### config.mk
export PLATFORM = sky130hd
export DESIGN_NAME = ftsm_div
export DESIGN_NICKNAME = d
export VERILOG_FILES = /design/src/rtl/ftsm_pkg.sv /design/src/rtl/ftsm_div.sv
export SDC_FILE = /design/constraint.sdc
export NUM_CORES = 2
export LEC_CHECK = 0
export BUFFER_PORTS_ARGS = -buffer_cell sky130_fd_sc_hd__buf_2
export CAP_MARGIN = 20
export CORE_MARGIN = 2
export CORE_UTILIZATION = 40
export CTS_CLUSTER_DIAMETER = 30
export DETAILED_ROUTE_END_ITERATION = 7
export GPL_TIMING_DRIVEN = 0
export PLACE_DENSITY = 0.58
export SLEW_MARGIN = 20
export SYNTH_ARGS = -nofsm -noshare
export SYNTH_HDL_FRONTEND = slang
export SYNTH_SLANG_ARGS = --single-unit
### constraint.sdc
create_clock -name clk_i -period 16 [get_ports clk_i]
set_clock_uncertainty 0.1 [all_clocks]
set_input_delay 1.6 -clock clk_i [delete_from_list [all_inputs] [get_ports clk_i]]
set_output_delay 1.6 -clock clk_i [all_outputs]
set_load 0.1 [all_outputs]
### src/rtl/ftsm_pkg.sv
// Shared constants and types for the four-thruster stick mixer.
// Used by ftsm_isqrt, ftsm_div and four_thruster_stick_mixer_core; no dependencies.
`default_nettype none

package ftsm_pkg;

  // Configuration register indexes
  localparam logic [1:0] REG_DEAD_ZONE      = 2'd0;
  localparam logic [1:0] REG_DIRECTION_GAIN = 2'd1;
  localparam logic [1:0] REG_YAW_GAIN       = 2'd2;
  localparam logic [1:0] REG_DRIVE_LIMIT    = 2'd3;

  localparam int CFG_IDX_W  = 2;
  localparam int CFG_DATA_W = 15;

  // Reset values of the registers
  localparam logic [14:0] DEAD_ZONE_RST      = 15'd3932;
  localparam logic [7:0]  DIRECTION_GAIN_RST = 8'd140;
  localparam logic [6:0]  YAW_GAIN_RST       = 7'd20;
  localparam logic [6:0]  DRIVE_LIMIT_RST    = 7'd100;

  // Q1.15 constants
  localparam logic [16:0] ONE_Q15       = 17'd32768;
  localparam logic [14:0] INV_SQRT2_Q15 = 15'd23170;

  // Square root: 32-bit radicand, one result bit per iteration
  localparam int SQRT_RAD_W = 32;
  localparam int SQRT_ITER  = 16;
  localparam int SQRT_STEPS = 2;

  // Dividers: 31-bit dividend, 16-bit divisor
  localparam int DIV_NUM_W = 31;
  localparam int DIV_DEN_W = 16;
  localparam int DIV_STEPS = 4;

  localparam int NUM_MOTORS = 4;

  // Per-item sideband carried beside the dividers
  typedef struct packed {
    logic [NUM_MOTORS-1:0] c_neg;
    logic                  mr_zero;
  } div_side_t;

endpackage

`default_nettype wire

### src/rtl/ftsm_div.sv
// Pipelined restoring unsigned divider, STEPS quotient bits per register stage.
// Depends on ftsm_pkg for the default operand widths.
`default_nettype none

module ftsm_div #(
  parameter int NUM_W = ftsm_pkg::DIV_NUM_W,
  parameter int DEN_W = ftsm_pkg::DIV_DEN_W,
  parameter int STEPS = ftsm_pkg::DIV_STEPS
) (
  input  wire logic             clk_i,
  input  wire logic             en_i,
  input  wire logic [NUM_W-1:0] num_i,
  input  wire logic [DEN_W-1:0] den_i,
  output logic [NUM_W-1:0]      quo_o
);

  localparam int LAT   = (NUM_W + STEPS - 1) / STEPS;
  localparam int TOT_W = LAT * STEPS;

  // Dividend bits leave at the top while quotient bits enter at the bottom
  logic [TOT_W-1:0] nq_q  [LAT];
  logic [DEN_W-1:0] rem_q [LAT];
  logic [DEN_W-1:0] den_q [LAT];

  for (genvar st = 0; st < LAT; st++) begin : g_stage
    logic [TOT_W-1:0] nq_in;
    logic [DEN_W-1:0] rem_in;
    logic [DEN_W-1:0] den_in;
    logic [TOT_W-1:0] nq_d;
    logic [DEN_W-1:0] rem_d;
    logic [DEN_W-1:0] den_d;

    // Take the operands at the head, the previous stage's state elsewhere
    if (st == 0) begin : g_head
      assign nq_in  = TOT_W'(num_i);
      assign rem_in = '0;
      assign den_in = den_i;
    end else begin : g_body
      assign nq_in  = nq_q[st-1];
      assign rem_in = rem_q[st-1];
      assign den_in = den_q[st-1];
    end

    always_comb begin
      logic [TOT_W-1:0] nq;
      logic [DEN_W-1:0] rem;
      logic [DEN_W:0]   t;
      nq    = nq_in;
      rem   = rem_in;
      den_d = den_in;
      for (int j = 0; j < STEPS; j++) begin
        t  = {rem, nq[TOT_W-1]};
        nq = nq << 1;
        if (t >= {1'b0, den_d}) begin
          t     = t - {1'b0, den_d};
          nq[0] = 1'b1;
        end
        rem = t[DEN_W-1:0];
      end
      nq_d  = nq;
      rem_d = rem;
    end

    always_ff @(posedge clk_i) begin
      if (en_i) begin
        nq_q[st]  <= nq_d;
        rem_q[st] <= rem_d;
        den_q[st] <= den_d;
      end
    end
  end

  assign quo_o = nq_q[LAT-1][NUM_W-1:0];

endmodule

`default_nettype wire

; ---- After elaboration in Yosys (flattened, before gate mapping)
; Memory sizes are Yosys's and may differ from the RTL's.
; Cells that the tools add are included.
[classes]
add_sub_neg = 32
magnitude_cmp = 32
muxes = 66
[ops]
columns = cell, count
row1 = $ge 17x16->1, 31
row2 = $mux 16, 32
row3 = $sub 16x16->16, 31
row4 = $mux 1, 34
row5 = $ge 1x16->1 const A, 1
row6 = $sub 1x16->16 const A, 1
[totals]
output_inout_bits = 31
n_memories = 3
ram_bits = 512
wordCells = 133
inputBits = 49
regBits = 0
[mem_list]
columns = memory, words, width, read_ports, rd_ports_with_merged_regs, wr, line
row1 = nq_q, 8, 32, 8, 0, 8, ftsm_div.sv:21  ; logic [TOT_W-1:0] nq_q [LAT];
row2 = den_q, 8, 16, 7, 0, 8, ftsm_div.sv:23  ; logic [DEN_W-1:0] den_q [LAT];
row3 = rem_q, 8, 16, 7, 0, 8, ftsm_div.sv:22  ; logic [DEN_W-1:0] rem_q [LAT];

; ---- Logic depth before layout (Yosys ltp)
; An unclocked memory read counts as a cell.
[depth]
depth_word = 9
mapped_depth = 54
ltp_nobuf = 46

; ---- Worst setup path before layout
; No wires, ideal clock.
[synth_path]
path_type = flip-flop to flip-flop
from = memory den_q[5][1] (netlist bit)
to = memory rem_q[6][15] (netlist bit), data pin
path_buffers = 8
arrival_ns = 10.471
synth_period_minus_slack_ns = 10.832
required_time_ns = 15.639
setup_slack_ns = 5.168
setup_time_ns = 0.261
path_stages_with_launch = 54
path_cell_list = edfxtp_1 inv_1 ha_1 nand2b_1 a21oi_1 nor3_1 o211ai_1 and2_1 buf_2 buf_1 clkbuf_1 nand2_1 o21ai_0 inv_1 ha_1 nor2b_1 o31a_1 o211ai_1 [18 not listed] buf_2 buf_1 nor2_1 a21oi_1 ha_1 nor2b_1 o21ai_0 a21boi_0 o41a_1 a211o_1 o211ai_1 nand2_1 a21o_1 or3b_2 buf_2 nand2_2 inv_2 a221o_1
[synth_rtl]
columns = element, line
row1 = from (decl), ftsm_div.sv:23
row2 = to (decl), ftsm_div.sv:22

==> results by group <==
Final layout
  – Layout cells sized above 1: around 12%
  – Commonest cells after routing, fill and taps aside: 497 x ha_1, 472 x edfxtp_1, 377 x a21oi_1
  – Most common cell after layout, fill and taps aside: ha_1
  – Layout area overhead: 14.8%
  – Fin nets: 5,042
  – Filler Cell Count: 9,769

STA
  – Final WS setup: 1.70 ns
  – Minimum clock period: 14.30 ns
  – Hold Violations, Final: 0
  – Fmax: 69.9 MHz
  – Count of pins over their slew limit: 0
  – Setup_tns: 0 ns
  – Slew headroom: 35.4%
  – Final setup fails: 0
  – Worst Max-Slew Pin Slew: about 0.94 ns
  – Period Utilization, post-route: between 80% and 90%
  – Unrepaired setup endpoints after global routing: false

Worst setup path
  – Setup CP Type: reg2reg
  – Worst Setup Start Kind: register
  – Crit-path slowest cell: edfxtp_1
  – Worst setup EP type: register
  – Largest stage delay on the critical path: roughly 0.74 ns
  – Worst EP required: 16.30 ns
  – Largest fanout on the critical path: 10
  – Critical path arrival: 14.60 ns

Floorplan
  – # IOs: 80
  – Die ar.: 0.106 mm²
  – Starting Density: about two fifths
  – Die W: 326 µm
  – DIE HEIGHT: 326 µm
  – FP Rows: approximately 120
  – Core ar.: about 0.10 mm²

Place
  – Setup WS pre-CTS: between 1.5 and 2 ns
  – Placer Congestion: approximately 0.90
  – Count of input and output buffers: 79
  – Post-DP HPWL: 87.4 mm

Routing
  – Routed Antenna Nets: 0
  – Drt total wl: 110 mm
  – First-pass iteration count of the detailed router: 6
  – Vias post-DR: 32.9k
  – Residual DRC: 0
  – Drt wl/cell: around 19 µm
  – DRT iter0 DRCs: 2,469
  – Routed vias/inst: 5.54

GRT
  – Gr ovfl total: 0
  – Antenna violations before repair: 3
  – First-pass GRT wire length: approximately 170 mm
  – GRT Util Overall: 20.4%
  – Vias in the first global route: between 30k and 40k
  – Largest net degree at the start of global routing: just over 100

Min path
  – HP Class: reg2reg

Clock network
  – Post-CTS setup buffer count: 0
  – Post_cts resized: 0
  – CTS Buffer Depth: 3
  – Hold-fix buffers at CTS: 0
  – CTS sink cnt: 472
  – Worst-path clk slew: 0.05 ns
  – Clk_lat worst skew: 0.67 ns
  – CTS Root Buffer Type: clkbuf_16
  – CTS tree: yes
  – Num CTS Buffers: 111
  – H-tree depth: 3

Logic synthesis
  – EDFF count, synth: 472
  – Yosys reg bits: 472
  – Ranking of synthesized cells by area: edfxtp_1 34%, ha_1 15%, mux2_2 5.2%
  – Synth warnings: 0
  – Sequential area share after synthesis: 34.2%
  – Post-synth top area cell: edfxtp_1
  – Ys async rst share: 0%
  – Avg Cell Area, Syn: 9.73 µm²
  – Synth Flop Type: edfxtp_1
  – Cell count after synthesis: between 4k and 5k
  – Post-synthesis cell type count: 99
  – Top cell type's share of synthesized area: 34.2%
  – Mapped Area: 0.0415 mm²

Run
  – Max cap viols: 0

Run status
  – Status: finished, final reports clean
## synth_stat cells, drive strengths merged (30+ instances only)
master	n
nand4	69
nor2b	72
o21bai	43
a21oi	379
clkbuf	44
nor3	94
fa	30
o31ai	30
inv	312
xnor2	234
nand2b	53
o21ai	259
edfxtp	472
o211ai	40
nand3	81
nor2	269
a211oi	32
mux2i	43
xor2	122
mux2	206
o21a	78
a21o	132
ha	497
nand2	269
## kinds of logic (layout without fill, tap and decap cells)
family	after synthesis	count (layout)	share of synthesized area (%)
other	1	8	0.00904
adders and majority gates	527	527	16.4
xor gates and xnor gates	356	356	7.52
AOI/OAI and AO/OA	1223	1223	19.1
and+or+nand+nor	1055	1055	12.5
buffers and inverters	380	670	3.55
muxes	249	249	6.71
DFF	472	472	34.2
## flip-flops by register name, summed over array words and instances (netlist names)
signal / count
nq_q: 248
den_q: 112
rem_q: 112
## area by class of cell
class / count / area [µm²] / area share (%)
clock buffers: 121 / 2860 / 6.00
diodes: 1 / 2.50 / 0.00526
inverters: 313 / 1170 / 2.47
well taps: 1380 / 1730 / 3.63
repair buffers: 84 / 543 / 1.14
clock inverters: 85 / 981 / 2.06
flip-flops and latches: 472 / 14200 / 29.8
multi-input cells: 3417 / 25800 / 54.3
plain buffers: 67 / 295 / 0.620
## per-stage QoR
stage                     hold slack [ns]  cell area, µm²  utilization, %  instances
after floorplan                     0.300           41500               -       4269
after global placement              0.301           43600            42.3       5728
after detailed placement            0.305           43800            42.4       5733
after CTS                           0.308           47600            46.1       5939
after global routing                0.312           47600            46.1       5939
final                               0.309           47600            46.1       5940
## metal layers
layer / vias up / part of all wire, % / global-route usage (%)
met3: 147 / 4.3 / 2.17
met5: - / 0 / 0
li1: 16484 / - / -
met4: 0 / 2.3 / 6.18
met1: 15537 / 49 / 28.9
met2: 713 / 45 / 32.7
## worst max-delay path, delay by kind of cell, from the launching register on
| kind | cells | cell delay [ns] |
|---|---|---|
| flops | 1 | 0.74 |
| compound gates | 21 | 5.17 |
| simple gates | 14 | 2.58 |
| buf+inv | 12 | 3.63 |
| mux | 1 | 0.39 |
| fa+ha+maj | 4 | 1.39 |
## final timing paths
kind                from          end  slack (ns)  depth (start not counted)
max          den_q[5][1]  rem_q[6][2]        1.70                         52
min           nq_q[0][1]  nq_q[0][37]        0.31                          0
max reg2reg  den_q[5][1]  rem_q[6][2]        1.70                         52
min reg2reg   nq_q[0][1]  nq_q[0][37]        0.31                          0
Power is left out: the tool's default activity adds up to more than one toggle a clock period on the data nets, which glitch-free logic cannot reach.
