### config.mk
export PLATFORM = sky130hd
export DESIGN_NAME = ftsm_isqrt
export DESIGN_NICKNAME = d
export VERILOG_FILES = /design/src/rtl/ftsm_pkg.sv /design/src/rtl/ftsm_isqrt.sv
export SDC_FILE = /design/constraint.sdc
export NUM_CORES = 1
export LEC_CHECK = 0
export BUFFER_PORTS_ARGS = -buffer_cell sky130_fd_sc_hd__buf_2
export CORE_AREA = 3 3 338 207
export DETAILED_ROUTE_END_ITERATION = 8
export DIE_AREA = 0 0 341 210
export GPL_TIMING_DRIVEN = 1
export SLEW_MARGIN = 0
export SYNTH_ARGS = -nofsm -noshare
export SYNTH_HDL_FRONTEND = slang
export SYNTH_SLANG_ARGS = --single-unit
### constraint.sdc
create_clock -name clk_i -period 5.2 [get_ports clk_i]
set_input_delay 0.78 -clock clk_i [delete_from_list [all_inputs] [get_ports clk_i]]
set_output_delay 0.78 -clock clk_i [all_outputs]
set_load 0.1 [all_outputs]
### src/rtl/ftsm_pkg.sv
// Shared constants and types for the four-thruster stick mixer.
// Used by ftsm_isqrt, ftsm_div and four_thruster_stick_mixer_core; no dependencies.
`default_nettype none

package ftsm_pkg;

  // Configuration register indexes
  localparam logic [1:0] REG_DEAD_ZONE      = 2'd0;
  localparam logic [1:0] REG_DIRECTION_GAIN = 2'd1;
  localparam logic [1:0] REG_YAW_GAIN       = 2'd2;
  localparam logic [1:0] REG_DRIVE_LIMIT    = 2'd3;

  localparam int CFG_IDX_W  = 2;
  localparam int CFG_DATA_W = 15;

  // Reset values of the registers
  localparam logic [14:0] DEAD_ZONE_RST      = 15'd3932;
  localparam logic [7:0]  DIRECTION_GAIN_RST = 8'd140;
  localparam logic [6:0]  YAW_GAIN_RST       = 7'd20;
  localparam logic [6:0]  DRIVE_LIMIT_RST    = 7'd100;

  // Q1.15 constants
  localparam logic [16:0] ONE_Q15       = 17'd32768;
  localparam logic [14:0] INV_SQRT2_Q15 = 15'd23170;

  // Square root: 32-bit radicand, one result bit per iteration
  localparam int SQRT_RAD_W = 32;
  localparam int SQRT_ITER  = 16;
  localparam int SQRT_STEPS = 2;

  // Dividers: 31-bit dividend, 16-bit divisor
  localparam int DIV_NUM_W = 31;
  localparam int DIV_DEN_W = 16;
  localparam int DIV_STEPS = 4;

  localparam int NUM_MOTORS = 4;

  // Per-item sideband carried beside the dividers
  typedef struct packed {
    logic [NUM_MOTORS-1:0] c_neg;
    logic                  mr_zero;
  } div_side_t;

endpackage

`default_nettype wire

### src/rtl/ftsm_isqrt.sv
// Pipelined integer square root, STEPS result bits per register stage.
// Depends on ftsm_pkg for the radicand width and the iteration count.
`default_nettype none

module ftsm_isqrt #(
  parameter int STEPS = ftsm_pkg::SQRT_STEPS
) (
  input  wire logic                            clk_i,
  input  wire logic                            en_i,
  input  wire logic [ftsm_pkg::SQRT_RAD_W-1:0] rad_i,
  output logic [ftsm_pkg::SQRT_ITER-1:0]       root_o
);

  localparam int RW  = ftsm_pkg::SQRT_RAD_W;
  localparam int LAT = (ftsm_pkg::SQRT_ITER + STEPS - 1) / STEPS;

  logic [RW-1:0] v_q [LAT];
  logic [RW-1:0] r_q [LAT];

  for (genvar st = 0; st < LAT; st++) begin : g_stage
    logic [RW-1:0] v_in;
    logic [RW-1:0] r_in;
    logic [RW-1:0] v_d;
    logic [RW-1:0] r_d;

    // Take the radicand at the head, the previous stage's remainder and root elsewhere
    if (st == 0) begin : g_head
      assign v_in = rad_i;
      assign r_in = '0;
    end else begin : g_body
      assign v_in = v_q[st-1];
      assign r_in = r_q[st-1];
    end

    // Run STEPS digit-by-digit iterations on this stage's remainder
    always_comb begin
      logic [RW-1:0] v;
      logic [RW-1:0] r;
      logic [RW-1:0] b;
      int            k;
      v = v_in;
      r = r_in;
      for (int j = 0; j < STEPS; j++) begin
        k = st * STEPS + j;
        if (k < ftsm_pkg::SQRT_ITER) begin
          b = RW'(1) << (RW - 2 - 2 * k);
          if (v >= r + b) begin
            v = v - (r + b);
            r = (r >> 1) + b;
          end else begin
            r = r >> 1;
          end
        end
      end
      v_d = v;
      r_d = r;
    end

    always_ff @(posedge clk_i) begin
      if (en_i) begin
        v_q[st] <= v_d;
        r_q[st] <= r_d;
      end
    end
  end

  assign root_o = r_q[LAT-1][ftsm_pkg::SQRT_ITER-1:0];

endmodule

`default_nettype wire

Word-level counts from Yosys, hierarchy flattened
Memory sizes are Yosys's and may differ from the RTL's.
Index checks and enable logic that the tools add are counted.
{"block": "op_classes", "mux": 34, "add_sub_neg": 46, "n_lt_le_gt_ge": 16}
{"operator": "32-bit two-way mux", "n": 31}
{"operator": "32-bit >= comparator", "n": 15}
{"operator": "32-bit subtractor", "n": 15}
{"operator": "31-bit by 1-bit adder with 32-bit output, second input constant", "n": 1}
{"operator": "31-bit by 11-bit adder with 32-bit output, second input constant", "n": 1}
{"operator": "31-bit by 13-bit adder with 32-bit output, second input constant", "n": 1}
{"operator": "31-bit by 15-bit adder with 32-bit output, second input constant", "n": 1}
{"operator": "31-bit by 17-bit adder with 32-bit output, second input constant", "n": 1}
{"operator": "31-bit by 19-bit adder with 32-bit output, second input constant", "n": 1}
{"operator": "31-bit by 21-bit adder with 32-bit output, second input constant", "n": 1}
{"operator": "31-bit by 23-bit adder with 32-bit output, second input constant", "n": 1}
{"operator": "31-bit by 25-bit adder with 32-bit output, second input constant", "n": 1}
{"operator": "31-bit by 27-bit adder with 32-bit output, second input constant", "n": 1}
{"operator": "31-bit by 29-bit adder with 32-bit output, second input constant", "n": 1}
{"operator": "31-bit by 3-bit adder with 32-bit output, second input constant", "n": 1}
{"operator": "31-bit by 5-bit adder with 32-bit output, second input constant", "n": 1}
{"operator": "31-bit by 7-bit adder with 32-bit output, second input constant", "n": 1}
{"operator": "31-bit by 9-bit adder with 32-bit output, second input constant", "n": 1}
{"operator": "32-bit by 1-bit adder with 32-bit output, second input constant", "n": 1}
{"operator": "32-bit by 11-bit adder with 32-bit output, second input constant", "n": 1}
{"operator": "32-bit by 13-bit adder with 32-bit output, second input constant", "n": 1}
{"operator": "32-bit by 15-bit adder with 32-bit output, second input constant", "n": 1}
{"operator": "32-bit by 17-bit adder with 32-bit output, second input constant", "n": 1}
{"operator": "32-bit by 19-bit adder with 32-bit output, second input constant", "n": 1}
{"operator": "13 further kinds", "n": 14}
{"block": "totals", "inputBits": 34, "out_inout_bits": 16, "ram_bits": 512, "reg_bits": 0, "n_memories": 2}
{"name": "r_q", "depth": 8, "word_bits": 32, "read_ports": 8, "rd_clocked_by_memory_dff": 0, "write_ports": 8, "line_no": "ftsm_isqrt.sv:18", "rtl": "logic [RW-1:0] r_q [LAT];"}
{"name": "v_q", "depth": 8, "word_bits": 32, "read_ports": 7, "rd_clocked_by_memory_dff": 0, "write_ports": 8, "line_no": "ftsm_isqrt.sv:17", "rtl": "logic [RW-1:0] v_q [LAT];"}

Depth between registers and ports, before layout
Gate-level depths: netlist of run 1.
An unclocked memory read counts as a cell.
{"block": "logic_depth", "word_depth": 7, "depth_mapped": 26, "depth_no_buf": 23}

Least setup slack after synthesis of run 1
No wires, ideal clock.
{"block": "synth_path", "kind": "reg-to-reg", "from": "mem v_q[5][17] (netlist bit)", "to": "mem v_q[6][30] (netlist bit), data pin", "setup_ps": 271, "stages_incl_launch_ff": 23, "t_arrival_ps": 4938, "period_less_slack_ps": 5209, "n_path_buf": 4, "setup_slack_ps": -9, "cell_sequence": "edfxtp_1 -> ha_1 -> clkbuf_1 -> a21o_1 -> a21oi_1 -> nor2b_1 -> nor3b_1 -> nand2_4 -> inv_2 -> buf_6 -> buf_6 -> clkbuf_1 -> o21ai_0 -> ha_1 -> nand2_1 -> nor2_1 -> and2_1 -> nand3_1 -> or3_1 -> o41ai_1 -> nor4_4 -> a2111oi_0 -> xnor2_1"}
{"element": "start, declared", "line_no": "ftsm_isqrt.sv:17"}

==> reports/results.ini, run 1 <==
[routing]
drt_iter0_drc = 1510
vias_per_cell = 5.21
first_pass_iters = 5
drc = 0
drtAntennaViolNets = 0
wirelength_um = 56400
wl_per_cell_um = 18.3
vias = 16100

[floorplan]
start_util = 0.298
num_rows = 74
core_um2 = 67300
io_pins = 50
dieWidth_um = 341
die_area_um2 = 71600
die_h_um = 210

[placed_design]
placed_cell_area_um2 = 22300
hpwl_um = 44400
place.port_buffers = 49
place.gp.congestion = 0.891

[sta]
max_slew_margin = 0.417
worstMarginPinSlew_ns = 0.867
final-max-slew-violation-count = 0
finalSetupTns_ns = 0
finalHoldViolCount = 0
holdWs_ns = 0.361
fin_crit_ns = 5.01
fmax_ghz = 0.200
rsz0062_at_grt = yes
post-route-period-util = 0.964
setup_viol = 0
fin_skew_ns = 0.0433

[layout]
n_antenna_cell = 0
nets = 2336
area_delta_synth_final_pct = 17.3
layout-drive-gt1-share = 0.163
final_common_cell = edfxtp_1
final_area_um2 = 23500
mostFrequentLayoutCells = edfxtp_1 (296), nand2_1 (157), ha_1 (152)

[grt]
grt_max_degree = 123
track_usage = 0.154
met3_usage = 0.0314
use_met1 = 0.246
grt_pass1_wl_um = 88000
antenna_found_initial = 0
top_usage_layer = met1
grt.overflow.total = 0
grt_use_met2 = 0.210
grt_pass1_vias = 15200

[critical_path]
crit_path_top_delay_cell = or4_1
worst_setup_path_start_kind = flip-flop
path_cells = inv_1 -> ha_1 -> nand3_1 -> or4_1 -> o21ai_2 -> or3_4 -> buf_6 -> nor2_2 -> a21oi_2 -> ha_1 -> a21o_1 -> a21o_1 -> a21oi_2 -> o22ai_1 -> a211oi_2 -> buf_4 -> nand2_1 -> nor4_4 -> buf_4 -> nor3_1 -> xnor2_1
worstPathArrival_ns = 5.38
cp_top_family = simple AND/OR/NAND/NOR gates
max_stage_delay_ns = 0.59
critPathBufInv = 4
critPathMaxFanout = 9
worstPathRequired_ns = 5.57
end_kind = flip-flop
critPathKind = reg -> reg

[clock_network]
clockBufferDepth = 3
cts_tree = done
cts.clk_slew.worst_paths_ns = 0.07
cts_buffers = 29
cts-htree-levels = 1
worst_skew_pair.late_latency_ns = 0.61
clockRootBuffer = clkbuf_16
clock_sinks = 296

[synth]
synth_edf_count = 296
synth.distinct_cells = 91
syn-num-nets = 2157
yosysTopAreaCell = edfxtp_1
synthFlopType = edfxtp_1
synthCells = 1966
synth_seq_area_share = 0.443
async_reset_ff_frac = 0
synth.top_cell.area_share = 0.443
yosysWarningCount = 0
ys_seq_elements = 296
syn_area_per_cell_um2 = 10.2
synth.cell_area_um2 = 20100
ys_top_cells_by_area = edfxtp_1 (44%), ha_1 (9.8%), xnor2_1 (5.5%), a21oi_1 (3.1%), nand2_1 (2.9%)

[pwr]
p_leak_nw = 9.28
ir_drop_v = 0.000301
powerDensity_nw_per_um2 = 511

[min_path]
hold_path.class = in -> reg

[status]
status = completed

[run]
drv_cap = 0

-- worst reg2reg max path: cells and delay by family, from the launching register on --
kind                       cells  cell delay (ns)
AOI/OAI and AO/OA              7             1.32
xor gates and xnor gates       1             0.29
adders and majority gates      2             0.60
buffers and inverters          4             0.67
DFF                            1             0.52
and+or+nand+nor                7             1.41
-- cells in the mapped netlist (all sizes together), types with 31 or more instances --
| master | n |
|---|---|
| nor4 | 48 |
| nand2 | 159 |
| nor3 | 56 |
| edfxtp | 296 |
| xnor2 | 126 |
| o21ai | 94 |
| nand3 | 40 |
| a21oi | 126 |
| xor2 | 54 |
| a21o | 48 |
| ha | 157 |
| nor2 | 142 |
| clkbuf | 31 |
| inv | 137 |
| nand4 | 40 |
-- state kept, by name (all words and copies together), names as in the netlist --
register,cells
v_q,224
r_q,72
-- what timing repair did --
item | in CTS | in global routing
pin swaps | 4 | 7
endpoints found under the hold margin | 0 | 0
gates resized for setup | 8 | 45
setup buffers | 2 | 2
hold buffers | 0 | 0
setup endpoints to repair | 28 | 90
-- metal layers --
metal  share of wire  vias up
li1                -     7716
met1            0.52     7732
met2            0.39      538
met3           0.072       67
met4           0.019        0
met5               0        -
-- report_power, final --
group	switching [mW]	total, mW	leakage (nW)	internal (mW)
Combinational	3.39	6.05	5.99	2.67
Sequential	0.415	3.75	2.83	3.33
Clock	1.02	2.21	0.464	1.20
-- kinds of logic after synthesis --
family                     after synthesis  share of synthesized area
AOI/OAI and AO/OA                      454                      0.151
xor gates and xnor gates               180                     0.0786
adders and majority gates              157                     0.0979
buffers and inverters                  183                     0.0360
DFF                                    296                      0.443
muxes                                   38                     0.0216
and+or+nand+nor                        658                      0.172
-- layout make-up --
cell class | count | area [um2]
clock buffer | 33 | 741
multi-input combinational | 1487 | 10600
fill | 6705 | 43800
sequential | 296 | 8890
clock inverter | 21 | 225
tap | 912 | 1140
timing repair buffer | 194 | 1370
inverter | 137 | 517
-- path summary, 6_finish.rpt --
path / start / endpoint / slack, ns / depth (start not counted)
max: r_q[1][20] / v_q[5][29] / 0.19 / 21
min: rad_i[15] / v_q[0][15] / 0.36 / 1
min reg2reg: r_q[1][13] / r_q[1][43] / 0.43 / 0
max reg2reg: r_q[1][20] / v_q[5][29] / 0.19 / 21
-- stage by stage --
stage	setup WS, ns	total power [mW]	instances	utilization
global placement	-0.239	9.52	3022	0.332
global route	-0.0138	12.8	3080	0.350
CTS	0.0135	11.9	3078	0.347
detailed placement	-0.238	9.59	3022	0.332
floorplan	0.144	7.72	1966	-
finish	0.188	12.0	3080	0.350
(Power assumes the default switching activity.)
==> run 2: changes to the inputs <==
- CORE_AREA: 3 3 338 207 -> 3 3 263 265
- DIE_AREA: 0 0 341 210 -> 0 0 266 268
==> reports/results.ini, run 2 (synthesized netlist as in run 1, its figures left out) <==
[placed_design]
place.port_buffers = 49  ; unchanged
placed_cell_area_um2 = 22200  ; -0.44%
place.gp.congestion = 0.933  ; +4.7%
hpwl_um = 39700  ; -10%
post-place-ws_ns = -0.187  ; +0.0513 ns

[layout]
final_common_cell = edfxtp_1
fillers = 6722  ; +0.25%
largest_reg_flops = 224  ; unchanged
seqCellArea_um2 = 8890  ; unchanged
multiInputGateArea_um2 = 10500  ; -0.89%
reg_top3 = v_q (224), r_q (72)
area_delta_synth_final_pct = 17.0
nets = 2329  ; -0.30%
regMostFlops = v_q
final_area_um2 = 23500  ; -0.28%
mostFrequentLayoutCells = edfxtp_1 (296), nand2_1 (157), ha_1 (156)
layout-drive-gt1-share = 0.148  ; -0.0152
n_antenna_cell = 0  ; unchanged

[floorplan]
core_um2 = 67000  ; -0.41%
io_pins = 50  ; unchanged
dieWidth_um = 266  ; -22%
die_area_um2 = 71300  ; -0.45%
num_rows = 95  ; +28%
start_util = 0.299  ; +0.00121
die_h_um = 268  ; +28%

[grt]
grt.overflow.total = 0  ; unchanged
grt_pass1_wl_um = 81300  ; -7.7%
grt_max_degree = 103  ; -16%
antenna_found_initial = 0  ; unchanged
grt_pass1_vias = 15900  ; +4.2%
track_usage = 0.140  ; -0.0135

[pwr]
ir_drop_v = 0.000258  ; -14%
powerDensity_nw_per_um2 = 502  ; -1.6%
p_leak_nw = 9.28  ; about the same
finalPower_mw = 11.8  ; -1.9%

[critical_path]
critPathMaxFanout = 7  ; -2
critPathBufInv = 2  ; -2
r2r_slack_ns = 0.13  ; -0.06 ns
cp_top_family = simple AND/OR/NAND/NOR gates
crit_path_top_delay_cell = or4_4
cp_common_cell = nor2_1
max_stage_delay_ns = 0.61  ; +0.02 ns
worstPathRequired_ns = 5.49  ; -0.08 ns
critPathKind = reg -> reg
path_cells = or4_4 -> or4_1 -> a211oi_2 -> nand3_2 -> nor2_1 -> a21oi_2 -> ha_1 -> nand2_1 -> inv_1 -> and4_1 -> o31a_1 -> o21a_1 -> o41ai_1 -> buf_4 -> o21ai_0 -> nor2_1 -> mux2_2
end_kind = flip-flop
worstPathArrival_ns = 5.36  ; -0.02 ns
worst_setup_path_start_kind = flip-flop

[routing]
drc = 0  ; unchanged
wl_per_cell_um = 16.7  ; -8.9%
vias = 15500  ; -3.5%
drtAntennaViolNets = 0  ; unchanged
wirelength_um = 50600  ; -10%
first_pass_iters = 5  ; unchanged
drt_iter0_drc = 918  ; -39%
vias_per_cell = 5.11  ; -2.0%

[sta]
fin_ws_ns = 0.128  ; -0.0601 ns
post-route-period-util = 0.975  ; +0.0116
holdWs_ns = 0.420  ; +0.0584 ns
setup_viol = 0  ; unchanged
fin_skew_ns = 0.0281  ; -0.0151 ns
fin_crit_ns = 5.07  ; +0.0601 ns
worstMarginPinSlew_ns = 0.971  ; +0.105 ns
final-max-slew-violation-count = 0  ; unchanged
fmax_ghz = 0.197  ; -1.2%
finalHoldViolCount = 0  ; unchanged
max_slew_margin = 0.347  ; -0.0703
finalSetupTns_ns = 0  ; unchanged

[clock_network]
clockRootBuffer = clkbuf_16
clock_sinks = 296  ; unchanged
worst_skew_pair.late_latency_ns = 0.56  ; -0.05 ns
cts_buffers = 34  ; +17%
cts_tree = done
cts.clk_slew.worst_paths_ns = 0.07  ; about the same
cts-htree-levels = 2  ; +1
cts_hold_buf = 0  ; unchanged
clockBufferDepth = 3  ; unchanged

[run]
drv_cap = 0  ; unchanged

[status]
status = completed

[min_path]
hold_path.class = in -> reg

-- run 2: cell count changes in the layout (fill, tap and decap cells not counted), sizes merged --
| cell | change |
|---|---|
| buf | -12 |
| clkbuf | +9 |
| inv | -7 |
| clkinv | +6 |
| clkinvlp | -3 |
-- run 2: repair_timing --
action | 4_1_cts | 5_1_grt
endpoints found under the setup margin | 21 | 61
pin swaps | 0 | 1
setup buffers | 0 | 2
gates resized for setup | 4 | 26
cloned | 0 | 0
-- run 2: final timing paths --
check                           startpoint  depth (start not counted)    endpoint
worst min register to register   v_q[5][1]                          0   v_q[6][1]
worst min-delay path             rad_i[23]                          1  v_q[0][23]
worst max-delay path            v_q[3][26]                         17  v_q[4][23]
worst max register to register  v_q[3][26]                         17  v_q[4][23]
-- run 2: stage by stage --
stage,cells,util
floorplan,1966,-
global placement,2973,0.332
detailed placement,2973,0.332
CTS,3032,0.349
global route,3034,0.350
finish,3034,0.350
-- run 2: report_power, final --
group	switching [mW]	leakage (nW)	internal, mW	total, mW
logic	3.12	5.92	2.59	5.71
registers	0.369	2.83	3.33	3.70
clock network	0.999	0.528	1.38	2.37
total	4.48	9.28	7.30	11.8
-- run 2: area by class of cell --
class                   count  area share
multi-input cells        1487       0.450
flip-flops and latches    296       0.379
inverters                 137      0.0220
clock buffers              42      0.0375
well taps                 873      0.0466
repair buffers            182      0.0556
clock inverters            17     0.00992
-- run 2: routing by layer --
layer,track usage,share of wire,vias to the layer above
met4,0.0643,0.046,0
met5,0,0,-
met3,0.0189,0.031,117
met2,0.264,0.51,319
met1,0.157,0.41,7369
li1,-,-,7688
